File: src/crs_pkg.sv
// Shared types, register indexes and constants of the cylinder restraint score unit.
package crs_pkg;

   localparam int CSR_INDEX_WIDTH = 3;
   localparam int CSR_DATA_WIDTH  = 32;
   localparam int QUEUE_DEPTH     = 2;
   localparam int SQRT_STEPS      = 32;

   localparam logic [CSR_INDEX_WIDTH-1:0] CSR_GEOMETRY_MODE   = 3'd0;
   localparam logic [CSR_INDEX_WIDTH-1:0] CSR_ROT_W           = 3'd1;
   localparam logic [CSR_INDEX_WIDTH-1:0] CSR_ROT_X           = 3'd2;
   localparam logic [CSR_INDEX_WIDTH-1:0] CSR_ROT_Y           = 3'd3;
   localparam logic [CSR_INDEX_WIDTH-1:0] CSR_CENTER_A        = 3'd4;
   localparam logic [CSR_INDEX_WIDTH-1:0] CSR_CENTER_B        = 3'd5;
   localparam logic [CSR_INDEX_WIDTH-1:0] CSR_RADIUS          = 3'd6;
   localparam logic [CSR_INDEX_WIDTH-1:0] CSR_KAPPA_MAGNITUDE = 3'd7;

   localparam logic [1:0] MODE_GENERAL = 2'd0;
   localparam logic [1:0] MODE_AXIS_X  = 2'd1;
   localparam logic [1:0] MODE_AXIS_Y  = 2'd2;
   localparam logic [1:0] MODE_AXIS_Z  = 2'd3;

   localparam logic [62:0] SCORE_MAX = {63{1'b1}};

   typedef struct packed {
      logic signed [31:0] pos_x;
      logic signed [31:0] pos_y;
      logic signed [31:0] pos_z;
      logic               last_particle;
   } req_type;

   typedef struct packed {
      logic [62:0] particle_penalty;
      logic [62:0] total_score;
      logic        is_last;
   } rsp_type;

   typedef struct packed {
      logic [1:0]         geometry_mode;
      logic signed [15:0] rot_w;
      logic signed [15:0] rot_x;
      logic signed [15:0] rot_y;
      logic signed [31:0] center_a;
      logic signed [31:0] center_b;
      logic [30:0]        radius;
      logic [31:0]        kappa_magnitude;
   } csr_type;

   typedef struct packed {
      logic [31:0] offset_a;
      logic [31:0] offset_b;
      logic        last_particle;
   } cross_type;

   typedef enum logic [1:0] {
      FRONT_IDLE,
      FRONT_ROTATE,
      FRONT_OFFSET,
      FRONT_PUSH
   } front_state_type;

   typedef enum logic [3:0] {
      BACK_IDLE,
      BACK_SQUARE_A,
      BACK_SQUARE_B,
      BACK_RADIUS,
      BACK_COMPARE,
      BACK_SQRT,
      BACK_DEV,
      BACK_KAPPA_HI,
      BACK_KAPPA_LO,
      BACK_PENALTY,
      BACK_ACCUM
   } back_state_type;

endpackage

File: src/crs_queue.sv
// Short queue of offset items between the front and the back part.
module crs_queue #(
   parameter int DEPTH = crs_pkg::QUEUE_DEPTH
) (
   input  logic               clock,
   input  logic               reset,
   input  logic               push,
   input  crs_pkg::cross_type item_in,
   output logic               full,
   input  logic               pop,
   output logic               empty,
   output crs_pkg::cross_type item_out
);

   localparam int PTR_WIDTH   = $clog2(DEPTH);
   localparam int COUNT_WIDTH = $clog2(DEPTH + 1);

   crs_pkg::cross_type     slot_ff [DEPTH];
   logic [PTR_WIDTH-1:0]   head_ff, tail_ff;
   logic [COUNT_WIDTH-1:0] count_ff;

   function automatic logic [PTR_WIDTH-1:0] advance(input logic [PTR_WIDTH-1:0] p);
      return (p == PTR_WIDTH'(DEPTH - 1)) ? '0 : p + 1'b1;
   endfunction

   assign full     = (count_ff == COUNT_WIDTH'(DEPTH));
   assign empty    = (count_ff == '0);
   assign item_out = slot_ff[head_ff];

   always_ff @(posedge clock) begin
      if (reset) begin
         head_ff  <= '0;
         tail_ff  <= '0;
         count_ff <= '0;
      end else begin
         if (push) tail_ff <= advance(tail_ff);
         if (pop)  head_ff <= advance(head_ff);
         if (push && !pop)      count_ff <= count_ff + 1'b1;
         else if (pop && !push) count_ff <= count_ff - 1'b1;
      end
   end

   always_ff @(posedge clock) begin
      if (push) slot_ff[tail_ff] <= item_in;
   end

   a_no_overflow: assert property (@(posedge clock) disable iff (reset) !(push && full))
      else $error("item pushed into a full queue");
   a_no_underflow: assert property (@(posedge clock) disable iff (reset) !(pop && empty))
      else $error("item popped from an empty queue");
   a_count_bound: assert property (@(posedge clock) disable iff (reset)
      count_ff <= COUNT_WIDTH'(DEPTH))
      else $error("queue fill count beyond depth");

endmodule

File: config.mk
export PLATFORM = sky130hd
export DESIGN_NAME = crs_queue
export DESIGN_NICKNAME = d
export VERILOG_FILES = /design/src/crs_pkg.sv /design/src/crs_queue.sv
export SDC_FILE = /design/constraint.sdc
export NUM_CORES = 1
export LEC_CHECK = 0
export BUFFER_PORTS_ARGS = -buffer_cell sky130_fd_sc_hd__buf_2
export CAP_MARGIN = 5
export CELL_PAD_IN_SITES_DETAIL_PLACEMENT = 2
export CELL_PAD_IN_SITES_GLOBAL_PLACEMENT = 2
export CORE_MARGIN = 3
export CORE_UTILIZATION = 25
export CTS_CLUSTER_SIZE = 30
export DETAILED_ROUTE_END_ITERATION = 10
export GPL_TIMING_DRIVEN = 0
export PLACE_DENSITY = 0.67
export SLEW_MARGIN = 0
export SYNTH_ARGS = -nofsm -noshare
export SYNTH_HDL_FRONTEND = slang
export SYNTH_SLANG_ARGS = --single-unit
File: constraint.sdc
create_clock -name clock -period 4.7 [get_ports clock]
set_input_delay 0.94 -clock clock [delete_from_list [all_inputs] [get_ports clock]]
set_output_delay 0.94 -clock clock [all_outputs]
set_load 0.02 [all_outputs]
* Yosys cells after proc, flatten, opt, wreduce, memory -nomap -nowiden
Memory sizes are Yosys's and may differ from the RTL's. A register that Yosys moved wholly into a read port is not among the register bits.
Index checks and enable logic that the tools add are counted.
** Word-level totals
- Bits in registers :: 4
- Latch bits :: 0
- Bits in writable memories :: 130
- Memory bits (read-only) :: 0
- Bits of input ports :: 69
- Output and inout port bits :: 67
- Logic and storage cells :: 23
- Memories :: 1
** Memory list
- slot_ff :: depth 2, width 65, read ports 1, clocked after Yosys merged registers in 1, write ports 1, line crs_queue.sv:18 : crs_pkg::cross_type slot_ff [DEPTH];
** Cells by class
- Add/subtract/negate cells :: 4
- Multiply operators :: 0
- Div/mod/pow operators :: 0
- Magnitude comparators :: 0
- Eq/ne operators :: 1
- Shift-type cells :: 0
- Multiplexer cells :: 8
- Bitwise operators :: 0
- Reduce and logical (&&, ||, !) cells :: 6
** Operators by type and width (count)
- $mux 1 :: 6
- $mux 2 :: 2
- $add 1x1->1 const B :: 2
- $add 2x1->2 const B :: 1
- $eq 2x2->1 const B :: 1
- $logic_and 1x1->1 :: 2
- $logic_not 1->1 :: 2
- $logic_not 2->1 :: 1
- $reduce_bool 2->1 :: 1
- $sub 2x1->2 const B :: 1

* Longest topological paths before layout
- Word-level depth :: 4
- Mapped depth :: 5
- Depth with buffers taken out :: 5

* Worst setup path before layout
No wires, ideal clock.
- Kind :: input -> register
- From :: in push
- To :: mem slot_ff[0][0] in the netlist's numbering, enable pin
- Setup time :: 0.496 ns
- Arrival :: 3.797 ns
- Data required time :: 4.204 ns
- Slack :: 0.407 ns
- Cell stages on the path :: 1
- Buffers on the path :: 0
- Path through :: nor2b_1
** Between the ends
- Cells in the longest elaborated chain, start to end :: 2
** RTL lines
- start, declared :: line crs_queue.sv:7 : input logic push,
- $mux 1 :: line crs_queue.sv:44 : if (push) slot_ff[tail_ff] <= item_in;
- $mux 1 (implied by the code) :: line crs_queue.sv:44
- end, declared :: line crs_queue.sv:18
Every way passes these cells.

==> impl_metrics.env <==
export IMPL_p_clk_frac=0.413
export IMPL_synth_top_family_by_area="multiplexers"
export IMPL_overflow=0
export IMPL_grt_pass1_wl_mm=17.18
export IMPL_yosys_warnings=0
export IMPL_wl_per_cell_um=16.72
export IMPL_p_sw_mw=0.7191
export IMPL_post_cts_buffers=0
export IMPL_cts_buffers=17
export IMPL_final_max_slew_viol_count=0
export IMPL_io_pins=136
export IMPL_powerDensity_mw_per_mm2=464.9
export IMPL_post_cts_resized=0
export IMPL_yosysSeqAreaShare=0.8151
export IMPL_p_leak_nw=2.427
export IMPL_grt_max_degree=35
export IMPL_internal_power_mw=2.319
export IMPL_final_cell_count_no_fill=654
export IMPL_cp_arrival_ns=1.68
export IMPL_dp_hpwl_mm=7.503
export IMPL_p_comb_frac=0.120
export IMPL_path_buf_inv=3
export IMPL_drive_above_1_share=0.6015
export IMPL_die_w_um=146.2
export IMPL_crit_family="buffers and inverters"
export IMPL_crit_type="reg2out"
export IMPL_htreeDepth=4
export IMPL_first_pass_iters=4
export IMPL_synth_fp_nets=294
export IMPL_syn_cell_area_sq_mm=0.004912
export IMPL_status="completed"
export IMPL_setup_viol_count_final=0
export IMPL_muxShareOfSynthArea=0.1490
export IMPL_postPlaceCellArea_sq_mm=0.005991
export IMPL_yosysTopAreaCell="edfxtp_1"
export IMPL_synthCells=224
export IMPL_r2r_cells=2
export IMPL_p_total_mw=3.038
export IMPL_cts_num_sinks=135
export IMPL_core_area_sq_mm=0.01902
export IMPL_fin_crit_ns=2.616
export IMPL_cts_max_path_buffers=2
export IMPL_io_buffers=135
export IMPL_hold_path_depth=2
export IMPL_start_util=0.2583
export IMPL_synth_compound_area_frac=0.002038
export IMPL_worst_slew_pin_slew_ns=0.5924
export IMPL_ys_ff_latch=135
export IMPL_wirelength_mm=10.94
export IMPL_sw_frac_of_total=0.2367
export IMPL_seqPwrFrac=0.468
export IMPL_max_freq_mhz=382.3
export IMPL_antenna_found_initial=0
export IMPL_fin_worst_skew_ns=0.005853
export IMPL_rsz0062_at_grt="false"
export IMPL_worst_path_max_fanout=10
export IMPL_synth_xor_area_frac=0.007132
export IMPL_antenna_cells=0
export IMPL_fillers=1943
export IMPL_cpPeakStageDelay_ns=0.35
export IMPL_critPathLaunchType="register"
export IMPL_crit_path_cell_trace="buf_4, buf_6, mux2_2, buf_2"
export IMPL_finalCritPeriodShare=0.5566
export IMPL_cap_violations=0
export IMPL_yosys_area_share_adder=0.002547
export IMPL_endpoint="item_out[22]"
export IMPL_rows=50
export IMPL_synth_cell_types=17
export IMPL_post_place_cells=622
export IMPL_cts_tree="built"
export IMPL_reg2reg_from="tail_ff"
export IMPL_grt_pass1_vias=3085
export IMPL_worst_hold_path_type="reg2reg"
export IMPL_clockRootBuffer="clkbuf_16"
export IMPL_clk_pin_slew_ns=0.06
export IMPL_cp_required_ns=3.76
export IMPL_postCtsHoldBufs=0
export IMPL_track_usage=0.1058
export IMPL_critical_path_slowest_cell="mux2_2"
export IMPL_whs_ns=0.5174
export IMPL_peakVddDrop_uv=239.1
export IMPL_num_vias=2616
export IMPL_num_nets_final=451
export IMPL_area_growth_pct=33.06
export IMPL_drtIter0Drc=101
export IMPL_postSynthAreaPerCell_sq_um=21.93
export IMPL_dieArea_sq_mm=0.02137
export IMPL_worstReg2RegEnd="slot_ff[1][14]"
export IMPL_synth_simple_area_share=0.009424
export IMPL_clk_latency_ns=0.40
export IMPL_cp_end_kind="primary output"
export IMPL_gp_congestion=0.6699
export IMPL_yosysTopAreaCellShare=0.7947
export IMPL_hold_violations=0
export IMPL_viasPerCell=4.000
export IMPL_relSlewSlack=0.6042
export IMPL_die_h_um=146.2
export IMPL_worst_path_stages=4
export IMPL_ant_nets=0
export IMPL_fin_area_sq_mm=0.006536
export IMPL_synthTopCellsByArea="edfxtp_1 79%, mux2_2 15%, dfxtp_1 2.0%"
export IMPL_r2r_setup_slack_ns=3.18
export IMPL_drcViolationCount=0
## sequential cells by signal, indices dropped and copies added, names as in the netlist, named ones only
name,cells
slot_ff,130
count_ff,2
head_ff,1
tail_ff,1
## metrics by stage
| stage | utilization | setup WS (ns) | TNS (ns) |
|---|---|---|---|
| finish | 0.3437 | 2.084 | 0 |
| global route | 0.3437 | 1.950 | 0 |
| CTS | 0.3437 | 2.019 | 0 |
| detailed placement | 0.3150 | 2.423 | 0 |
| global placement | 0.3109 | -1.590 | -102.96 |
| floorplan | - | 0.4067 | 0 |
## cells by family (layout without fill, tap and decap cells)
group | count (synthesis) | after routing
and+or+nand+nor | 9 | 9
buffers and inverters | 8 | 178
muxes | 65 | 65
adders and majority gates | 1 | 1
DFF | 135 | 135
xor gates and xnor gates | 4 | 4
AOI/OAI and AO/OA | 2 | 2
## power groups by stage
| stage | registers [mW] | clock network [mW] | logic (mW) |
|---|---|---|---|
| 3_5_place_dp | 1.45 | 0 | 0.372 |
| 6_report | 1.42 | 1.25 | 0.363 |
| 5_1_grt | 1.43 | 1.35 | 0.393 |
| 2_1_floorplan | 1.45 | 0 | 0.223 |
| 4_1_cts | 1.42 | 1.30 | 0.374 |
| 3_3_place_gp | 1.45 | 0 | 0.350 |
## layout make-up
| cell class | instances | area, sq um | area share |
|---|---|---|---|
| multi-input cells | 81 | 845.8 | 0.1294 |
| plain buffers | 7 | 68.82 | 0.01053 |
| repair buffers | 138 | 743.2 | 0.1137 |
| inverters | 1 | 3.754 | 0.0005743 |
| clock buffers | 19 | 432.9 | 0.06623 |
| well taps | 260 | 325.3 | 0.04977 |
| flip-flops and latches | 135 | 4004 | 0.6126 |
| clock inverters | 13 | 112.6 | 0.01723 |
## per-layer routing
| metal | vias to the layer above | global-route usage | share of wire |
|---|---|---|---|
| met5 | - | 0 | 0 |
| met4 | 0 | 0.04516 | 0.017 |
| met3 | 11 | 0.03973 | 0.055 |
| met2 | 76 | 0.1778 | 0.52 |
| met1 | 1333 | 0.1213 | 0.41 |
| li1 | 1196 | - | - |
## tightest hold or removal path, cell delays in order, from the launching register on
cell and delay, ns:
dfxtp_1 0.33, o21ai_0 0.08, a21oi_1 0.06
## synth_stat cells (all sizes together)
cell type / number
mux2: 65
or3: 1
and2: 1
inv: 1
and2b: 1
xnor2: 2
a21oi: 1
nor2: 5
dfxtp: 5
xor2: 2
ha: 1
buf: 7
edfxtp: 130
o21ai: 1
nor2b: 1
## cells in the final DEF (no fill, tap or decap), types with 2 or more instances in the layout
cell and n:
nor2_1 5, edfxtp_1 130, xnor2_1 2, mux2_2 65, xor2_1 2, buf_12 2
clkinv_1 6, bufinv_16 2, buf_6 5, clkbuf_16 17, dfxtp_1 5, clkinv_2 3
clkinvlp_4 2, clkbuf_1 2, buf_2 136
## worst min path at each step
stage | endpoint | startpoint | slack, ns
global route | head_ff | head_ff | 0.55
CTS | count_ff[1] | count_ff[1] | 0.52
detailed placement | head_ff | head_ff | 0.51
floorplan | count_ff[1] | count_ff[1] | 0.46
global placement | count_ff[1] | count_ff[1] | 0.49
finish | count_ff[1] | count_ff[1] | 0.52
Note: power is estimated with default switching activity, not from simulation.
