`src/crs_pkg.sv`:
```
// Shared types, register indexes and constants of the cylinder restraint score unit.
package crs_pkg;

   localparam int CSR_INDEX_WIDTH = 3;
   localparam int CSR_DATA_WIDTH  = 32;
   localparam int QUEUE_DEPTH     = 2;
   localparam int SQRT_STEPS      = 32;

   localparam logic [CSR_INDEX_WIDTH-1:0] CSR_GEOMETRY_MODE   = 3'd0;
   localparam logic [CSR_INDEX_WIDTH-1:0] CSR_ROT_W           = 3'd1;
   localparam logic [CSR_INDEX_WIDTH-1:0] CSR_ROT_X           = 3'd2;
   localparam logic [CSR_INDEX_WIDTH-1:0] CSR_ROT_Y           = 3'd3;
   localparam logic [CSR_INDEX_WIDTH-1:0] CSR_CENTER_A        = 3'd4;
   localparam logic [CSR_INDEX_WIDTH-1:0] CSR_CENTER_B        = 3'd5;
   localparam logic [CSR_INDEX_WIDTH-1:0] CSR_RADIUS          = 3'd6;
   localparam logic [CSR_INDEX_WIDTH-1:0] CSR_KAPPA_MAGNITUDE = 3'd7;

   localparam logic [1:0] MODE_GENERAL = 2'd0;
   localparam logic [1:0] MODE_AXIS_X  = 2'd1;
   localparam logic [1:0] MODE_AXIS_Y  = 2'd2;
   localparam logic [1:0] MODE_AXIS_Z  = 2'd3;

   localparam logic [62:0] SCORE_MAX = {63{1'b1}};

   typedef struct packed {
      logic signed [31:0] pos_x;
      logic signed [31:0] pos_y;
      logic signed [31:0] pos_z;
      logic               last_particle;
   } req_type;

   typedef struct packed {
      logic [62:0] particle_penalty;
      logic [62:0] total_score;
      logic        is_last;
   } rsp_type;

   typedef struct packed {
      logic [1:0]         geometry_mode;
      logic signed [15:0] rot_w;
      logic signed [15:0] rot_x;
      logic signed [15:0] rot_y;
      logic signed [31:0] center_a;
      logic signed [31:0] center_b;
      logic [30:0]        radius;
      logic [31:0]        kappa_magnitude;
   } csr_type;

   typedef struct packed {
      logic [31:0] offset_a;
      logic [31:0] offset_b;
      logic        last_particle;
   } cross_type;

   typedef enum logic [1:0] {
      FRONT_IDLE,
      FRONT_ROTATE,
      FRONT_OFFSET,
      FRONT_PUSH
   } front_state_type;

   typedef enum logic [3:0] {
      BACK_IDLE,
      BACK_SQUARE_A,
      BACK_SQUARE_B,
      BACK_RADIUS,
      BACK_COMPARE,
      BACK_SQRT,
      BACK_DEV,
      BACK_KAPPA_HI,
      BACK_KAPPA_LO,
      BACK_PENALTY,
      BACK_ACCUM
   } back_state_type;

endpackage

```
`src/crs_back.sv`:
```
// Back part: radial distance, square root, penalty and running total.
module crs_back (
   input  logic               clock,
   input  logic               reset,
   input  crs_pkg::csr_type   csr,
   input  logic               q_empty,
   input  crs_pkg::cross_type q_item,
   output logic               q_pop,
   output logic               rsp_empty,
   input  logic               rsp_pop,
   output crs_pkg::rsp_type   rsp_item
);

   crs_pkg::back_state_type state_ff, state_in;
   crs_pkg::cross_type      item_ff;
   crs_pkg::rsp_type        out_ff;
   logic                    out_valid_ff;
   logic [63:0]             prod_ff, prod_in;
   logic [63:0]             sa_ff, radial_ff, dev2_ff, hi_ff;
   logic [63:0]             rem_ff, root_ff;
   logic [4:0]              step_ff;
   logic [62:0]             pen_ff, sum_ff;
   logic [31:0]             mul_a, mul_b, dev, radius_ext;
   logic [64:0]             radial_sum;
   logic [63:0]             pen_sum, total_sum, bit_val, trial;
   logic [5:0]              shift_amt;
   logic [62:0]             total;
   logic                    out_write;

   assign radius_ext = {1'b0, csr.radius};
   assign dev        = root_ff[31:0] - radius_ext;
   assign shift_amt  = 6'd62 - {step_ff, 1'b0};
   assign bit_val    = 64'd1 << shift_amt;
   assign trial      = root_ff + bit_val;
   assign radial_sum = {1'b0, sa_ff} + {1'b0, prod_ff};
   assign pen_sum    = hi_ff + {32'd0, prod_ff[63:32]};
   assign total_sum  = {1'b0, sum_ff} + {1'b0, pen_ff};
   assign total      = total_sum[63] ? crs_pkg::SCORE_MAX : total_sum[62:0];
   assign prod_in    = mul_a * mul_b;

   always_comb begin
      state_in = state_ff;
      case (state_ff)
         crs_pkg::BACK_IDLE: begin
            if (!q_empty) state_in = crs_pkg::BACK_SQUARE_A;
         end
         crs_pkg::BACK_SQUARE_A: state_in = crs_pkg::BACK_SQUARE_B;
         crs_pkg::BACK_SQUARE_B: state_in = crs_pkg::BACK_RADIUS;
         crs_pkg::BACK_RADIUS:   state_in = crs_pkg::BACK_COMPARE;
         crs_pkg::BACK_COMPARE: begin
            state_in = (radial_ff > prod_ff) ? crs_pkg::BACK_SQRT : crs_pkg::BACK_ACCUM;
         end
         crs_pkg::BACK_SQRT: begin
            if (step_ff == 5'(crs_pkg::SQRT_STEPS - 1)) state_in = crs_pkg::BACK_DEV;
         end
         crs_pkg::BACK_DEV:      state_in = crs_pkg::BACK_KAPPA_HI;
         crs_pkg::BACK_KAPPA_HI: state_in = crs_pkg::BACK_KAPPA_LO;
         crs_pkg::BACK_KAPPA_LO: state_in = crs_pkg::BACK_PENALTY;
         crs_pkg::BACK_PENALTY:  state_in = crs_pkg::BACK_ACCUM;
         crs_pkg::BACK_ACCUM: begin
            if (!out_valid_ff || rsp_pop) state_in = crs_pkg::BACK_IDLE;
         end
         default: state_in = crs_pkg::BACK_IDLE;
      endcase
   end

   always_comb begin
      q_pop     = (state_ff == crs_pkg::BACK_IDLE) && !q_empty;
      out_write = (state_ff == crs_pkg::BACK_ACCUM) && (!out_valid_ff || rsp_pop);
      rsp_empty = !out_valid_ff;
      rsp_item  = out_ff;
      case (state_ff)
         crs_pkg::BACK_SQUARE_A: begin
            mul_a = item_ff.offset_a; mul_b = item_ff.offset_a;
         end
         crs_pkg::BACK_SQUARE_B: begin
            mul_a = item_ff.offset_b; mul_b = item_ff.offset_b;
         end
         crs_pkg::BACK_RADIUS: begin
            mul_a = radius_ext; mul_b = radius_ext;
         end
         crs_pkg::BACK_DEV: begin
            mul_a = dev; mul_b = dev;
         end
         crs_pkg::BACK_KAPPA_HI: begin
            mul_a = csr.kappa_magnitude; mul_b = prod_ff[63:32];
         end
         crs_pkg::BACK_KAPPA_LO: begin
            mul_a = csr.kappa_magnitude; mul_b = dev2_ff[31:0];
         end
         default: begin
            mul_a = '0; mul_b = '0;
         end
      endcase
   end

   always_ff @(posedge clock) begin
      if (reset) begin
         state_ff     <= crs_pkg::BACK_IDLE;
         out_valid_ff <= 1'b0;
         sum_ff       <= '0;
      end else begin
         state_ff <= state_in;
         if (out_write) begin
            out_valid_ff <= 1'b1;
            sum_ff       <= item_ff.last_particle ? '0 : total;
         end else if (rsp_pop) begin
            out_valid_ff <= 1'b0;
         end
      end
   end

   always_ff @(posedge clock) begin
      prod_ff <= prod_in;
      case (state_ff)
         crs_pkg::BACK_IDLE:     item_ff <= q_item;
         crs_pkg::BACK_SQUARE_B: sa_ff   <= prod_ff;
         crs_pkg::BACK_RADIUS: begin
            radial_ff <= radial_sum[64] ? '1 : radial_sum[63:0];
         end
         crs_pkg::BACK_COMPARE: begin
            rem_ff  <= radial_ff;
            root_ff <= '0;
            step_ff <= '0;
            pen_ff  <= '0;
         end
         // One result bit per cycle, highest first.
         crs_pkg::BACK_SQRT: begin
            step_ff <= step_ff + 5'd1;
            if (rem_ff >= trial) begin
               rem_ff  <= rem_ff - trial;
               root_ff <= (root_ff >> 1) + bit_val;
            end else begin
               root_ff <= root_ff >> 1;
            end
         end
         crs_pkg::BACK_KAPPA_HI: dev2_ff <= prod_ff;
         crs_pkg::BACK_KAPPA_LO: hi_ff   <= prod_ff;
         crs_pkg::BACK_PENALTY: begin
            pen_ff <= pen_sum[63] ? crs_pkg::SCORE_MAX : pen_sum[62:0];
         end
         default: ;
      endcase
      if (out_write) begin
         out_ff.particle_penalty <= pen_ff;
         out_ff.total_score      <= total;
         out_ff.is_last          <= item_ff.last_particle;
      end
   end

   a_result_from_accum: assert property (@(posedge clock) disable iff (reset)
      $rose(out_valid_ff) |-> $past(state_ff == crs_pkg::BACK_ACCUM))
      else $error("result appeared without an accumulate step");

endmodule

```
`config.mk`:
```
export PLATFORM = sky130hd
export DESIGN_NAME = crs_back
export DESIGN_NICKNAME = d
export VERILOG_FILES = /design/src/crs_pkg.sv /design/src/crs_back.sv
export SDC_FILE = /design/constraint.sdc
export NUM_CORES = 2
export LEC_CHECK = 0
export BUFFER_PORTS_ARGS = -buffer_cell sky130_fd_sc_hd__clkbuf_2
export CAP_MARGIN = 40
export CORE_MARGIN = 8
export CORE_UTILIZATION = 35
export CTS_CLUSTER_SIZE = 24
export DETAILED_ROUTE_END_ITERATION = 10
export GPL_TIMING_DRIVEN = 0
export HOLD_SLACK_MARGIN = 0.05
export SLEW_MARGIN = 30
export SYNTH_ARGS = -nofsm -noshare
export SYNTH_HDL_FRONTEND = slang
export SYNTH_SLANG_ARGS = --single-unit
```
`constraint.sdc`:
```
create_clock -name clock -period 15.3 [get_ports clock]
set_input_delay 0.765 -clock clock [delete_from_list [all_inputs] [get_ports clock]]
set_output_delay 0.765 -clock clock [all_outputs]
set_load 0.02 [all_outputs]
```
; Word-level counts from Yosys, hierarchy flattened
; Index checks and enable logic that the tools add are counted.
; Widths: inputs -> output; s select.
[word_totals]
memories = 0
out_inout_bits = 129
in_bits = 246
register_bits = 744
mem_bits_ro = 0
latch_bits = 0
ram_bits = 0
[op_classes]
muxes = 18
magnitude_cmp = 2
addsub = 9
mul = 1
bitwise_logic = 0
div_mod_pow = 0
reduce_logical = 12
n_eq_ne = 15
shifts = 1
[ops]
columns = op, n
row1 = $pmux 64 s2, 2
row2 = $pmux 32 s6, 1
row3 = $mux 63, 3
row4 = $pmux 32 s5, 1
row5 = $mux 64, 2
row6 = $pmux 63 s2, 1
row7 = $add 64x64->65, 1
row8 = $add 63x63->64, 1
row9 = $add 63x64->64, 1
row10 = $add 64x32->64, 1
row11 = $add 64x64->64, 1
row12 = $ge 64x64->1, 1
row13 = $gt 64x64->1, 1
row14 = $mul 32x32->64, 1
row15 = $shl 1x6->64 const A, 1
row16 = $sub 64x64->64, 1
row17 = $pmux 4 s11, 1
row18 = $sub 32x31->32, 1
row19 = $eq 4x3->1 const B, 4
row20 = $mux 4, 4
row21 = $eq 4x4->1 const B, 3
row22 = $pmux 5 s2, 1
row23 = $eq 4x2->1 const B, 2
row24 = $ne 2x2->1 const B, 4
row25 = 13 further kinds, 18

; Logic depth before layout (Yosys ltp)
[logic_depth]
word_depth = 6
ltp_mapped = 40
depth_no_buf = 38

; Least setup slack after synthesis
; OpenSTA, ideal clock, no wires.
[synth_timing]
kind = register to register
from = reg state_ff[2]
to = reg prod_ff[43]
path_stages_with_launch = 36
synth_period_minus_slack_ps = 11398
path_slack_ps = 3902
t_required_ps = 15173
t_arrival_ps = 11272
setup_time_ps = 127
cell_sequence = dfxtp_1 clkbuf_1 or2_2 clkbuf_1 nor2_1 a32oi_1 o21ai_0 a221o_1 clkbuf_1 clkbuf_1 nand2_1 fa_1 inv_1 fa_1 inv_1 fa_1 fa_1 inv_1 fa_1 inv_1 fa_1 inv_1 fa_1 fa_1 ha_1 clkbuf_1 a21o_1 a21o_1 a21o_1 or3_1 o211ai_1 nor3_1 or3b_2 inv_1 o21ai_0 xor2_1
[synth_between]
elab_chain_cells = 4
word_cells_on_any_way = 10
cone_classes = mul (1) / eq/ne (6) / mux (2) / reduce/logical (1)
[synth_lines]
columns = item, line
row1 = "start, declared", crs_back.sv:14  ; crs_pkg::back_state_type state_ff, state_in;
row2 = "start signal, assigned", crs_back.sv:99  ; state_ff <= crs_pkg::BACK_IDLE;
row3 = "start signal, assigned", crs_back.sv:103  ; state_ff <= state_in;
row4 = $eq 4x4->1 / $eq 4x3->1 (equally long branches), crs_back.sv:72  ; case (state_ff)
row5 = $reduce_or 2->1 (no source line), --
row6 = $pmux 32 s5, crs_back.sv:72
row7 = $mul 32x32->64 *, crs_back.sv:39  ; assign prod_in = mul_a * mul_b;
row8 = net prod_in[43], crs_back.sv:18  ; logic [63:0] prod_ff, prod_in;
row9 = "end signal, assigned", crs_back.sv:114  ; prod_ff <= prod_in;
row10 = "end, declared", crs_back.sv:18
; Mark *: on every way through the listed nets, which the timed path passes. The rest lies on a longest branch.
; A chain may end at the register's enable or synchronous reset.

; Worst setup path after layout
[layout_timing]
from = reg root_ff[9]
to = reg prod_ff[57]
[layout_between]
elab_chain_cells = 3
word_cells_on_any_way = 4
cone_classes = add/sub (1) / mul (1) / mux (2)
[layout_lines]
columns = item, line
row1 = "start, declared", crs_back.sv:20  ; logic [63:0] rem_ff, root_ff;
row2 = "start signal, assigned", crs_back.sv:132  ; root_ff <= (root_ff >> 1) + bit_val;
row3 = "start signal, assigned", crs_back.sv:134  ; root_ff <= root_ff >> 1;
row4 = $sub 32x31->32 *, crs_back.sv:31  ; assign dev = root_ff[31:0] - radius_ext;
row5 = $pmux 32 s6 / $pmux 32 s5 (equally long branches), crs_back.sv:72
row6 = $mul 32x32->64 *, crs_back.sv:39
row7 = net prod_in[57], crs_back.sv:18
; Marks and branches as above.

==> results.yml <==
yosys:
  synth.avg_cell_area_um2: 9.28
  synth_area_leader_cell: "edfxtp_1"
  mappedNetlistNets: 10500
  ys_warn_count: 0
  yosys_register_bits: 744
  synth-main-ff-cell: "edfxtp_1"
  synth_area_leaders: "edfxtp_1 23%, fa_1 22%, ha_1 10%"
  synthArstFlopShare_pct: 0
  synth_edf_count: 612
  yosysUniqueCellTypes: 102
  synth_area_um2: 80500
  synth_top_area_share_pct: 22.8
  synth_cells: 8677
  ys_seq_area_share_pct: 26.1
min_path:
  hp-start: "q_item[47]"
  hold_end: "item_ff[47]$_DFFE_PN_"
  min_path_cells: 1
  hold_path.class: "input pin to register"
timing:
  tightest_slew_ps: 1100
  period_needed_ps: 12450
  slew_violations: 0
  setup_viol: 0
  rsz0062_at_grt: "false"
  slew_headroom_pct: 26.6
  setup_ws_ps: 2850
  period_share_pct: 81.4
  fin_skew_ps: 23.1
  fmax_mhz: 80.3
  hold_viol_final: 0
grt:
  grt_max_degree: 73
  grt_usage_pct: 25.8
  grt_overflow_total: 0
  grt_pass1_wl_mm: 468
  antenna_found_initial: 29
  grt_pass1_vias: 68900
power:
  clkPwrFrac_pct: 18.0
  internal_power_mw: 5.92
  leakage_nw: 39.6
  p_switching_mw: 5.59
  vdd_drop_max_v: 0.000105
  p_sw_share_pct: 48.6
  p_per_area_nw_per_um2: 128
  p_comb_share_pct: 57.3
  seqPwrFrac_pct: 24.7
floorplanning:
  dieArea_um2: 246000
  ios: 375
  std_cell_rows: 176
  die_w_um: 496
  die_y_um: 496
  core_area_um2: 229000
  start_util_pct: 35.1
clock_tree:
  cts_made_buffers: 78
  cts_hold_buf: 0
  htree_levels: 3
  clk-insertion-delay-late_ps: 700
  cts_buffer_depth: 3
  clk_pin_slew_ps: 60
  cts_tree: "yes"
  post_cts_buffers: 0
  cts_resized: 0
  cts-root-buf: "clkbuf_16"
  clock-sinks: 744
critical_path:
  timing.rr.end: "prod_ff[57]$_DFF_P_"
  cp_common_cell: "fa_1"
  path_class: "register to register"
  end_kind: "register"
  cp_top_family: "adder cells"
  r2r_start: "root_ff[9]$_SDFFCE_PN0P_"
  crit_path_top_delay_cell: "a221oi_2"
  cpPeakStageDelay_ps: 760
  start_kind: "register"
  startpoint: "root_ff[9]$_SDFFCE_PN0P_"
  crit_required_ps: 15880
  rrSetupSlack_ps: 2850
  crit_fanout: 10
  crit_arrival_ps: 13030
  r2r_cells: 36
  path_buf_inv: 7
detailed_routing:
  first_pass_iters: 7
  routedWlPerCell_um: 26.7
  antenna_left: 0
  drc: 0
  vias: 68600
  totalWireLength_mm: 326
  viasPerCell: 5.61
  drt_iter0_markers: 6899
place:
  gp_congestion: 1.05
  port_buffers: 259
  place_ws_ps: 2640
  placed_area_um2: 87400
  dpl.hpwl_mm: 268
finish:
  regArea_um2: 21000
  finalNetCount: 10900
  drive_above_1_share_pct: 8.35
  final_cell_mix: "1165 x inv_1, 1018 x nand2_1, 901 x fa_1"
  final_common_cell: "inv_1"
  fillers: 22900
  multiInputGateArea_um2: 53900
  fin_area_um2: 90200
  area_delta_synth_final_pct: 12.1
flow_run:
  maxCapViolations: 0
status:
  outcome: "finished clean"
## state kept, by name (all words and copies together) (netlist names), 64 cells and up
| name | count |
|---|---|
| item_ff | 65 |
| prod_ff | 64 |
| rem_ff | 64 |
| rsp_item | 127 |
| root_ff | 64 |
| sa_ff | 64 |
| hi_ff | 64 |
| radial_ff | 64 |
## area by class of cell
type | instances | share of cell area [%]
flip-flops and latches | 744 | 23.3
clock inverters | 50 | 0.713
plain buffers | 395 | 1.79
inverters | 1167 | 4.86
clock buffers | 95 | 2.35
multi-input cells | 6371 | 59.8
well taps | 3026 | 4.20
diodes | 4 | 0.0111
repair buffers | 368 | 3.00
## synthesized netlist by cell type, drive strengths merged (21+ instances only)
cell    number
xnor2      231
mux2        32
o211ai      37
o22ai       22
a22oi       39
buf         79
a22o        66
or3         39
inv       1167
nor2b       48
a21oi      550
a221o       25
nand3      106
nor2       761
a21o       211
ha         654
a21boi      27
clkbuf     316
nand2b      58
nor3       105
a211oi      71
edfxtp     612
nor4        25
and2        43
o21bai      74
a221oi      31
and3        68
nand2     1018
o21a        49
o31ai       28
a211o       21
xor2       185
o21ai      396
a31oi      105
dfxtp      132
nand4      106
fa         901
## logic make-up (layout without fill, tap and decap cells)
kind of cell | count (synthesis) | count (layout) | share of synthesized area (%)
flip-flops | 744 | 744 | 26.1
buffers and inverters | 1562 | 2075 | 7.39
other | 0 | 4 | 0
XOR/XNOR | 416 | 416 | 4.54
adder cells (fa/ha/maj) | 1555 | 1555 | 32.6
multiplexers | 47 | 47 | 0.634
AO/OA/AOI/OAI | 1895 | 1895 | 15.3
AND/OR/NAND/NOR | 2458 | 2458 | 13.4
## through the flow
stage	setup TNS (ps)	hold slack [ps]	utilization (%)	power [mW]	instances
global placement	-373	444	37.3	9.08	12000
detailed placement	0	458	38.1	9.24	12100
CTS	0	191	39.3	11.4	12200
global route	0	211	39.4	12.1	12200
floorplan	0	433	-	6.61	8677
finish	0	247	39.4	11.5	12200
## per-layer routing
metal	wire, um	up-vias	track usage, %
met5	52	-	0
met1	131000	34400	33.0
li1	-	30300	-
met3	25800	699	4.50
met2	149000	3127	42.1
met4	20400	8	13.3
## power groups by stage
| stage | registers, mW | clock network (mW) | logic (mW) |
|---|---|---|---|
| after floorplan | 2.62 | 0 | 3.99 |
| after global placement | 2.94 | 0 | 6.14 |
| after detailed placement | 2.89 | 0 | 6.34 |
| after CTS | 2.85 | 2.12 | 6.40 |
| after global routing | 2.84 | 2.18 | 7.07 |
| final | 2.85 | 2.07 | 6.59 |
## worst max path at each step
| stage | depth (start not counted) | slack [ps] | end |
|---|---|---|---|
| global route | 35 | 2540 | prod_ff[63]$_DFF_P_ |
| finish | 36 | 2850 | prod_ff[57]$_DFF_P_ |
| detailed placement | 37 | 2640 | prod_ff[63]$_DFF_P_ |
| floorplan | 35 | 3900 | prod_ff[43]$_DFF_P_ |
| global placement | 31 | -140 | prod_ff[57]$_DFF_P_ |
| CTS | 35 | 2930 | prod_ff[57]$_DFF_P_ |
No activity file was read; power rests on OpenSTA's default activity.
