--- config.mk ---
export PLATFORM = sky130hd
export DESIGN_NAME = crs_front
export DESIGN_NICKNAME = d
export VERILOG_FILES = /design/src/crs_pkg.sv /design/src/crs_front.sv
export SDC_FILE = /design/constraint.sdc
export NUM_CORES = 2
export LEC_CHECK = 0
export BUFFER_PORTS_ARGS = -buffer_cell sky130_fd_sc_hd__buf_4
export CORE_UTILIZATION = 51
export CTS_CLUSTER_SIZE = 8
export DETAILED_ROUTE_END_ITERATION = 7
export PLACE_DENSITY = 0.76
export SKIP_LAST_GASP = 1
export SLEW_MARGIN = 25
export SYNTH_ARGS = -nofsm -noshare
export SYNTH_HDL_FRONTEND = slang
export SYNTH_SLANG_ARGS = --single-unit
--- constraint.sdc ---
create_clock -name clock -period 10.11 [get_ports clock]
set_clock_uncertainty 0.15 [all_clocks]
set_input_delay 2.022 -clock clock [delete_from_list [all_inputs] [get_ports clock]]
set_output_delay 2.022 -clock clock [all_outputs]
set_load 0.01 [all_outputs]
--- src/crs_pkg.sv ---
// Shared types, register indexes and constants of the cylinder restraint score unit.
package crs_pkg;

   localparam int CSR_INDEX_WIDTH = 3;
   localparam int CSR_DATA_WIDTH  = 32;
   localparam int QUEUE_DEPTH     = 2;
   localparam int SQRT_STEPS      = 32;

   localparam logic [CSR_INDEX_WIDTH-1:0] CSR_GEOMETRY_MODE   = 3'd0;
   localparam logic [CSR_INDEX_WIDTH-1:0] CSR_ROT_W           = 3'd1;
   localparam logic [CSR_INDEX_WIDTH-1:0] CSR_ROT_X           = 3'd2;
   localparam logic [CSR_INDEX_WIDTH-1:0] CSR_ROT_Y           = 3'd3;
   localparam logic [CSR_INDEX_WIDTH-1:0] CSR_CENTER_A        = 3'd4;
   localparam logic [CSR_INDEX_WIDTH-1:0] CSR_CENTER_B        = 3'd5;
   localparam logic [CSR_INDEX_WIDTH-1:0] CSR_RADIUS          = 3'd6;
   localparam logic [CSR_INDEX_WIDTH-1:0] CSR_KAPPA_MAGNITUDE = 3'd7;

   localparam logic [1:0] MODE_GENERAL = 2'd0;
   localparam logic [1:0] MODE_AXIS_X  = 2'd1;
   localparam logic [1:0] MODE_AXIS_Y  = 2'd2;
   localparam logic [1:0] MODE_AXIS_Z  = 2'd3;

   localparam logic [62:0] SCORE_MAX = {63{1'b1}};

   typedef struct packed {
      logic signed [31:0] pos_x;
      logic signed [31:0] pos_y;
      logic signed [31:0] pos_z;
      logic               last_particle;
   } req_type;

   typedef struct packed {
      logic [62:0] particle_penalty;
      logic [62:0] total_score;
      logic        is_last;
   } rsp_type;

   typedef struct packed {
      logic [1:0]         geometry_mode;
      logic signed [15:0] rot_w;
      logic signed [15:0] rot_x;
      logic signed [15:0] rot_y;
      logic signed [31:0] center_a;
      logic signed [31:0] center_b;
      logic [30:0]        radius;
      logic [31:0]        kappa_magnitude;
   } csr_type;

   typedef struct packed {
      logic [31:0] offset_a;
      logic [31:0] offset_b;
      logic        last_particle;
   } cross_type;

   typedef enum logic [1:0] {
      FRONT_IDLE,
      FRONT_ROTATE,
      FRONT_OFFSET,
      FRONT_PUSH
   } front_state_type;

   typedef enum logic [3:0] {
      BACK_IDLE,
      BACK_SQUARE_A,
      BACK_SQUARE_B,
      BACK_RADIUS,
      BACK_COMPARE,
      BACK_SQRT,
      BACK_DEV,
      BACK_KAPPA_HI,
      BACK_KAPPA_LO,
      BACK_PENALTY,
      BACK_ACCUM
   } back_state_type;

endpackage

--- src/crs_front.sv ---
// Front part: accepts a position, rotates or selects the cross coordinates, forms offsets.
module crs_front (
   input  logic              clock,
   input  logic              reset,
   input  crs_pkg::csr_type  csr,
   input  logic              req_push,
   output logic              req_full,
   input  crs_pkg::req_type  req_item,
   output logic              q_push,
   input  logic              q_full,
   output crs_pkg::cross_type q_item
);

   crs_pkg::front_state_type state_ff, state_in;
   crs_pkg::req_type         pos_ff;
   logic [3:0]               count_ff;
   logic signed [63:0]       prod_ff, prod_in;
   logic signed [31:0]       ww_ff, xx_ff, yy_ff, wy2_ff, wx2_ff, xy2_ff;
   logic signed [63:0]       sum_a_ff, sum_b_ff;
   logic signed [63:0]       diff_a_ff, diff_b_ff;
   logic signed [31:0]       mul_a, mul_b;
   logic signed [31:0]       c00, c01, c02, c10, c11, c12;
   logic signed [31:0]       w_ext, x_ext, y_ext;
   logic signed [63:0]       sel_a, sel_b, ext_x, ext_y, ext_z;
   logic signed [63:0]       round_a, round_b, cen_a, cen_b;

   function automatic logic [31:0] sat_mag(input logic signed [63:0] d);
      logic [63:0] mag;
      mag = d[63] ? (64'd0 - d) : d;
      return (|mag[63:32]) ? 32'hFFFF_FFFF : mag[31:0];
   endfunction

   assign w_ext = {{16{csr.rot_w[15]}}, csr.rot_w};
   assign x_ext = {{16{csr.rot_x[15]}}, csr.rot_x};
   assign y_ext = {{16{csr.rot_y[15]}}, csr.rot_y};

   // Rotation matrix rows in Q4.28; the quaternion's z part is zero.
   assign c00 = ww_ff + xx_ff - yy_ff;
   assign c01 = xy2_ff;
   assign c02 = wy2_ff;
   assign c10 = xy2_ff;
   assign c11 = ww_ff - xx_ff + yy_ff;
   assign c12 = -wx2_ff;

   always_comb begin
      case (count_ff)
         4'd0: begin
            mul_a = w_ext; mul_b = w_ext;
         end
         4'd1: begin
            mul_a = x_ext; mul_b = x_ext;
         end
         4'd2: begin
            mul_a = y_ext; mul_b = y_ext;
         end
         4'd3: begin
            mul_a = w_ext; mul_b = y_ext;
         end
         4'd4: begin
            mul_a = w_ext; mul_b = x_ext;
         end
         4'd5: begin
            mul_a = x_ext; mul_b = y_ext;
         end
         4'd6: begin
            mul_a = c00; mul_b = pos_ff.pos_x;
         end
         4'd7: begin
            mul_a = c02; mul_b = pos_ff.pos_z;
         end
         4'd8: begin
            mul_a = c11; mul_b = pos_ff.pos_y;
         end
         4'd9: begin
            mul_a = c12; mul_b = pos_ff.pos_z;
         end
         4'd10: begin
            mul_a = c01; mul_b = pos_ff.pos_y;
         end
         4'd11: begin
            mul_a = c10; mul_b = pos_ff.pos_x;
         end
         default: begin
            mul_a = '0; mul_b = '0;
         end
      endcase
   end

   assign prod_in = mul_a * mul_b;

   assign ext_x   = {{32{pos_ff.pos_x[31]}}, pos_ff.pos_x};
   assign ext_y   = {{32{pos_ff.pos_y[31]}}, pos_ff.pos_y};
   assign ext_z   = {{32{pos_ff.pos_z[31]}}, pos_ff.pos_z};
   assign cen_a   = {{32{csr.center_a[31]}}, csr.center_a};
   assign cen_b   = {{32{csr.center_b[31]}}, csr.center_b};
   assign round_a = (sum_a_ff + 64'sd8192) >>> 14;
   assign round_b = (sum_b_ff + 64'sd8192) >>> 14;

   always_comb begin
      case (csr.geometry_mode)
         crs_pkg::MODE_GENERAL: begin
            sel_a = round_a; sel_b = round_b;
         end
         crs_pkg::MODE_AXIS_X: begin
            sel_a = ext_y; sel_b = ext_z;
         end
         crs_pkg::MODE_AXIS_Y: begin
            sel_a = ext_x; sel_b = ext_z;
         end
         default: begin
            sel_a = ext_x; sel_b = ext_y;
         end
      endcase
   end

   always_comb begin
      state_in = state_ff;
      case (state_ff)
         crs_pkg::FRONT_IDLE: begin
            if (req_push) begin
               state_in = (csr.geometry_mode == crs_pkg::MODE_GENERAL) ?
                          crs_pkg::FRONT_ROTATE : crs_pkg::FRONT_OFFSET;
            end
         end
         crs_pkg::FRONT_ROTATE: begin
            if (count_ff == 4'd12) state_in = crs_pkg::FRONT_OFFSET;
         end
         crs_pkg::FRONT_OFFSET: state_in = crs_pkg::FRONT_PUSH;
         crs_pkg::FRONT_PUSH: begin
            if (!q_full) state_in = crs_pkg::FRONT_IDLE;
         end
         default: state_in = crs_pkg::FRONT_IDLE;
      endcase
   end

   always_comb begin
      req_full = (state_ff != crs_pkg::FRONT_IDLE);
      q_push   = (state_ff == crs_pkg::FRONT_PUSH) && !q_full;
      q_item.offset_a      = sat_mag(diff_a_ff);
      q_item.offset_b      = sat_mag(diff_b_ff);
      q_item.last_particle = pos_ff.last_particle;
   end

   always_ff @(posedge clock) begin
      if (reset) begin
         state_ff <= crs_pkg::FRONT_IDLE;
      end else begin
         state_ff <= state_in;
      end
   end

   // Each product is registered and consumed in the cycle after it is formed.
   always_ff @(posedge clock) begin
      prod_ff <= prod_in;
      case (state_ff)
         crs_pkg::FRONT_IDLE: begin
            pos_ff   <= req_item;
            count_ff <= 4'd0;
            sum_a_ff <= '0;
            sum_b_ff <= '0;
         end
         crs_pkg::FRONT_ROTATE: begin
            count_ff <= count_ff + 4'd1;
            case (count_ff)
               4'd1: ww_ff  <= prod_ff[31:0];
               4'd2: xx_ff  <= prod_ff[31:0];
               4'd3: yy_ff  <= prod_ff[31:0];
               4'd4: wy2_ff <= {prod_ff[30:0], 1'b0};
               4'd5: wx2_ff <= {prod_ff[30:0], 1'b0};
               4'd6: xy2_ff <= {prod_ff[30:0], 1'b0};
               4'd7, 4'd8, 4'd11: sum_a_ff <= sum_a_ff + (prod_ff >>> 14);
               4'd9, 4'd10, 4'd12: sum_b_ff <= sum_b_ff + (prod_ff >>> 14);
               default: ;
            endcase
         end
         crs_pkg::FRONT_OFFSET: begin
            diff_a_ff <= sel_a - cen_a;
            diff_b_ff <= sel_b - cen_b;
         end
         default: ;
      endcase
   end

endmodule

# Word-level counts from Yosys, hierarchy flattened
# Cells that the tools add are included.
[word_totals] reg_bits=612 wordCells=101
[op_classes] addsub=14 multipliers=1 n_eq_ne=22 n_mux=18 reduce_logical=29
[op_table] operator="$pmux 64 s2" count=4
[op_table] operator="$mux 64" count=4
[op_table] operator="$pmux 32 s8" count=1
[op_table] operator="$pmux 32 s6" count=1
[op_table] operator="$add 64x15->64 const B" count=2
[op_table] operator="$add 64x50->64" count=2
[op_table] operator="$sub 1x64->64 const A" count=2
[op_table] operator="$sub 64x32->64" count=2
[op_table] operator="$add 32x32->32" count=2
[op_table] operator="$mul 32x32->64" count=1
[op_table] operator="$mux 32" count=2
[op_table] operator="$reduce_or 32->1" count=2
[op_table] operator="$sub 32x32->32" count=2
[op_table] operator="$neg 32->32" count=1
[op_table] operator="$eq 4x4->1 const B" count=5
[op_table] operator="$eq 4x3->1 const B" count=4
[op_table] operator="$reduce_and 2->1" count=8
[op_table] operator="$reduce_or 2->1" count=7
[op_table] operator="$reduce_or 3->1" count=4
[op_table] operator="$eq 4x2->1 const B" count=2
[op_table] operator="$mux 2" count=4
[op_table] operator="$ne 2x2->1 const B" count=4
[op_table] operator="$pmux 2 s4" count=1
[op_table] operator="$pmux 4 s2" count=1
[op_table] operator="other kinds (11)" count=16

# Depth between registers and ports, before layout
[depth] ltp_word=4 mapped_depth=48

# Worst setup path before layout
# OpenSTA, ideal clock, no wires.
[synth_timing] path_kind="flip-flop to flip-flop" from="register xx_ff[10]" to="register prod_ff[60]" setup_ns=0.072 arrival_ns=10.962 setup_slack_ns=-1.074 path_stages_with_launch=40 path_buffers=2 synth_period_minus_slack_ns=11.184 path_cell_list="edfxtp_1 inv_1 fa_1 inv_1 ha_1 a21o_1 a21o_1 a221oi_1 a211oi_1 o21a_1 a311o_1 a31oi_1 o21ai_0 a211oi_1 mux2i_1 and3_1 clkbuf_1 clkbuf_1 (+4 left out) inv_1 fa_1 inv_1 fa_1 fa_1 fa_1 inv_1 fa_1 inv_1 ha_1 a21oi_1 o211ai_1 a21o_1 a221o_1 nand3_1 nand2_1 a221oi_1 xnor2_1"
[synth_via] elab_chain_len=4 word_cells_on_any_way=6 classes_between="add/sub: 4; mul: 1; mux: 1"
[synth_lines] item="start: declaration" line="crs_front.sv:18" source="logic signed [31:0] ww_ff, xx_ff, yy_ff, wy2_ff, wx2_ff, xy2_ff;"
[synth_lines] item="start signal: assignment" line="crs_front.sv:166" source="4'd2: xx_ff <= prod_ff[31:0];"
[synth_lines] item="$sub 32x32->32 / $add 32x32->32 (equally long branches)" line="crs_front.sv:42, crs_front.sv:38"
[synth_lines] item="$add 32x32->32 / $sub 32x32->32 (equally long branches)" line="crs_front.sv:42, crs_front.sv:38"
[synth_lines] item="$pmux 32 s8 *" line="crs_front.sv:46" source="case (count_ff)"
[synth_lines] item="$mul 32x32->64 *" line="crs_front.sv:89" source="assign prod_in = mul_a * mul_b;"
[synth_lines] item="named net prod_in[60]" line="crs_front.sv:17" source="logic signed [63:0] prod_ff, prod_in;"
[synth_lines] item="end signal: assignment" line="crs_front.sv:154" source="prod_ff <= prod_in;"
[synth_lines] item="end: declaration" line="crs_front.sv:17"
# Mark *: on every way through the listed nets, which the timed path passes. The rest lies on a longest branch.
# A chain may end at the register's enable or synchronous reset.

# Final worst setup path
[layout_timing] from="register ww_ff[6]" to="register prod_ff[62]"
[layout_via] elab_chain_len=4 word_cells_on_any_way=6 classes_between="add/sub: 4; mul: 1; mux: 1"
[layout_lines] item="start: declaration" line="crs_front.sv:18"
[layout_lines] item="start signal: assignment" line="crs_front.sv:165" source="4'd1: ww_ff <= prod_ff[31:0];"
[layout_lines] item="$sub 32x32->32 / $add 32x32->32 (equally long branches)" line="crs_front.sv:42, crs_front.sv:38"
[layout_lines] item="$add 32x32->32 / $sub 32x32->32 (equally long branches)" line="crs_front.sv:42, crs_front.sv:38"
[layout_lines] item="$pmux 32 s8 *" line="crs_front.sv:46"
[layout_lines] item="$mul 32x32->64 *" line="crs_front.sv:89"
[layout_lines] item="named net prod_in[62]" line="crs_front.sv:17"
# Marked as above.

==> impl_metrics.csv <==
group,metric,value,unit
worst_setup_path,critPathLaunch,"ww_ff[6]$_DFFE_PP_",
worst_setup_path,r2r_start,"ww_ff[6]$_DFFE_PP_",
global_route,grt_overflow,0,
synthesis,yosysSeqAreaShare,0.218,
floorplanning,io_pins,345,
clock_tree,cts_hold_buf,0,
final_layout,layout.cells.non_filler,12091,
floorplanning,start_util,0.514,
detailed_routing,viasPerCell,5.89,
flow_run,maxCapViolations,0,
synthesis,synth_edf_count,546,
clock_tree,cts_tree,"yes",
outcome,violations,"DRC, setup timing",
placed_design,dp.cells,11845,
final_layout,nets,11880,
clock_tree,clock_latency,730,ps
floorplanning,core,158000,um2
global_route,grt_pass1_wl,422000,um
synthesis,synth.avg_cell_area,9.07,um2
timing,min_period_over_period,1.11,
detailed_routing,wl_per_cell,23.4,um
detailed_routing,finalWirelength,283000,um
worst_setup_path,r2r_setup_slack,-1160,ps
timing,finalCriticalPeriod,11270,ps
final_layout,nFillCells,12525,
synthesis,netlist_top_cells_area,"fa_1 28%, edfxtp_1 20%, ha_1 7.5%",
clock_tree,cts-root-buf,"clkbuf_16",
outcome,status,"finished with violations",
timing,relSlewSlack,0.300,
placed_design,place.gp.congestion,1.06,
global_route,track_usage,0.344,
clock_tree,htreeDepth,3,
min_path,hp-class,"reg -> reg",
worst_setup_path,path_class,"reg -> reg",
detailed_routing,vias,71189,
timing,worstMarginPinSlew,1040,ps
worst_setup_path,crit_required,10520,ps
synthesis,yosysTopAreaCellShare,0.282,
worst_setup_path,startpoint_type,"flop",
detailed_routing,initialDrtViolationCount,7737,
placed_design,hpwl,232000,um
final_layout,post_route_cells_drive_above_1_share,0.186,
clock_tree,cts.clk_slew.worst_paths,70,ps
synthesis,syn_area,81400,um2
synthesis,synth-seq-cells,612,
timing,tns,-24390,ps
worst_setup_path,setup.worst_path.end_class,"flop",
detailed_routing,drt_first_pass_iters,8,
worst_setup_path,r2r_cells,44,
synthesis,async_flop_share,0,
clock_tree,cts.sink_count,612,
detailed_routing,postRouteAntennaNets,0,
worst_setup_path,r2r_end,"prod_ff[62]$_DFF_P_",
timing,worst_slack,-1160,ps
detailed_routing,drc_errors,16,
worst_setup_path,critPathMostFrequentCell,"fa_1",
worst_setup_path,crit_slowest_cell,"fa_1",
synthesis,netlist-cell-type-count,102,
final_layout,syn_to_final_growth,20.7,%
timing,max_freq,88.7,MHz
clock_tree,cts_buffers,87,
clock_tree,clockBufferDepth,3,
floorplanning,die_x,402,um
global_route,antenna_found_initial,9,
timing,final-setup-viol-count,34,
worst_setup_path,arrival,11680,ps
placed_design,io_buffers,281,
floorplanning,num_rows,146,
floorplanning,dieArea,161000,um2
global_route,grt_max_degree,76,
synthesis,yosysTopAreaCell,"fa_1",
timing,drv_slew,0,
synthesis,syn-instance-count,8980,
worst_setup_path,crit_fanout,5,
final_layout,utilization,0.621,
worst_setup_path,max_stage_delay,580,ps
synthesis,synthesis.nets,10895,
timing,rsz0062_at_grt,"yes",
timing,hold_violations,0,
synthesis,synthFlopType,"edfxtp_1",
global_route,grt_pass1_vias,72165,
synthesis,yosys_warnings,0,
floorplanning,die_h,402,um
worst_setup_path,cp-endpoint,"prod_ff[62]$_DFF_P_",
## per-layer routing
layer / vias to the layer above / routed length [um] / GRT usage / part of all wire
li1: 31490 / - / - / -
met1: 34865 / 104000 / 0.431 / 0.37
met2: 3932 / 127000 / 0.543 / 0.45
met3: 892 / 32300 / 0.0784 / 0.11
met4: 10 / 20000 / 0.208 / 0.070
met5: - / 73 / 0 / 0.00026
## synthesized netlist by cell type, drive strengths merged, types with 152 or more instances
library cell	instances
inv	1477
fa	1148
nand2	963
nor2	876
edfxtp	546
ha	489
a21oi	463
clkbuf	352
o21ai	303
xnor2	300
xor2	198
a21o	188
nand3	152
## sequential cells by signal, summed over array words and instances (netlist names), 32 cells and up
| register | flops |
|---|---|
| ww_ff | 32 |
| ext_z | 32 |
| diff_a_ff | 64 |
| ext_x | 32 |
| sum_b_ff | 64 |
| prod_ff | 64 |
| diff_b_ff | 64 |
| xx_ff | 32 |
| ext_y | 32 |
| sum_a_ff | 64 |
| yy_ff | 32 |
## logic make-up after synthesis
| group | share of synthesized area |
|---|---|
| compound gates | 0.127 |
| xor+xnor | 0.0536 |
| fa+ha+maj | 0.357 |
| buf+inv | 0.0868 |
| flops | 0.218 |
| mux | 0.00226 |
| simple gates | 0.156 |
## worst max-delay path: cells and delay by family, from the launching register on
kind                       cells  cell delay (ps)
adders and majority gates     11             4930
AOI/OAI and AO/OA             13             2560
and+or+nand+nor                9             2010
buffers and inverters         11             1080
DFF                            1              340
## what timing repair did
item                       4_1_cts  5_1_grt
pin swaps                      149      269
setup endpoints to repair       37       42
gates resized for setup        207      262
setup buffers                   52       66
## how the worst min path moves through the flow
stage	depth (start not counted)	end	slack (ps)	startpoint
6_report	2	state_ff[0]$_SDFFE_PP0P_	420	state_ff[0]$_SDFFE_PP0P_
3_3_place_gp	2	state_ff[0]$_SDFFE_PP0P_	370	state_ff[0]$_SDFFE_PP0P_
3_5_place_dp	2	state_ff[0]$_SDFFE_PP0P_	410	state_ff[0]$_SDFFE_PP0P_
5_1_grt	0	ww_ff[0]$_DFFE_PP_	440	prod_ff[0]$_DFF_P_
2_1_floorplan	0	c01[10]$_DFFE_PP_	320	prod_ff[9]$_DFF_P_
4_1_cts	2	state_ff[0]$_SDFFE_PP0P_	410	state_ff[0]$_SDFFE_PP0P_
## area by class of cell
class	instances	area, um2	area share
Inverter	1485	5590	0.0569
Sequential cell	612	17700	0.180
Antenna cell	2	5.00	0.0000509
Clock inverter	8	171	0.00174
Timing Repair Buffer	1284	11100	0.113
Tap cell	2072	2590	0.0264
Multi-Input combinational cell	6495	58800	0.598
Clock buffer	133	2370	0.0241
## through the flow
stage / hold slack [ps] / instance area (um2) / setup WS (ps)
after floorplan: 323 / 81700 / -252
after detailed placement: 405 / 92900 / -1340
after CTS: 413 / 96700 / -1140
after global routing: 435 / 98300 / -1450
final: 415 / 98300 / -1160
after global placement: 372 / 92900 / -1200
## layout by cell type (no fill, tap or decap), drive strengths merged, types with 117 or more instances in the layout
cell,synthesis,final
xnor2,300,300
fa,1148,1148
a21o,188,188
nand2,963,963
edfxtp,546,546
a21oi,463,463
inv,1477,1476
clkbuf,352,134
nor3,118,118
buf,36,1283
nor2,876,876
nand2b,117,117
nand3,152,152
o21ai,303,303
ha,489,489
xor2,198,198
Power is left out: the tool's default activity adds up to more than one toggle a clock period on the data nets, which glitch-free logic cannot reach.
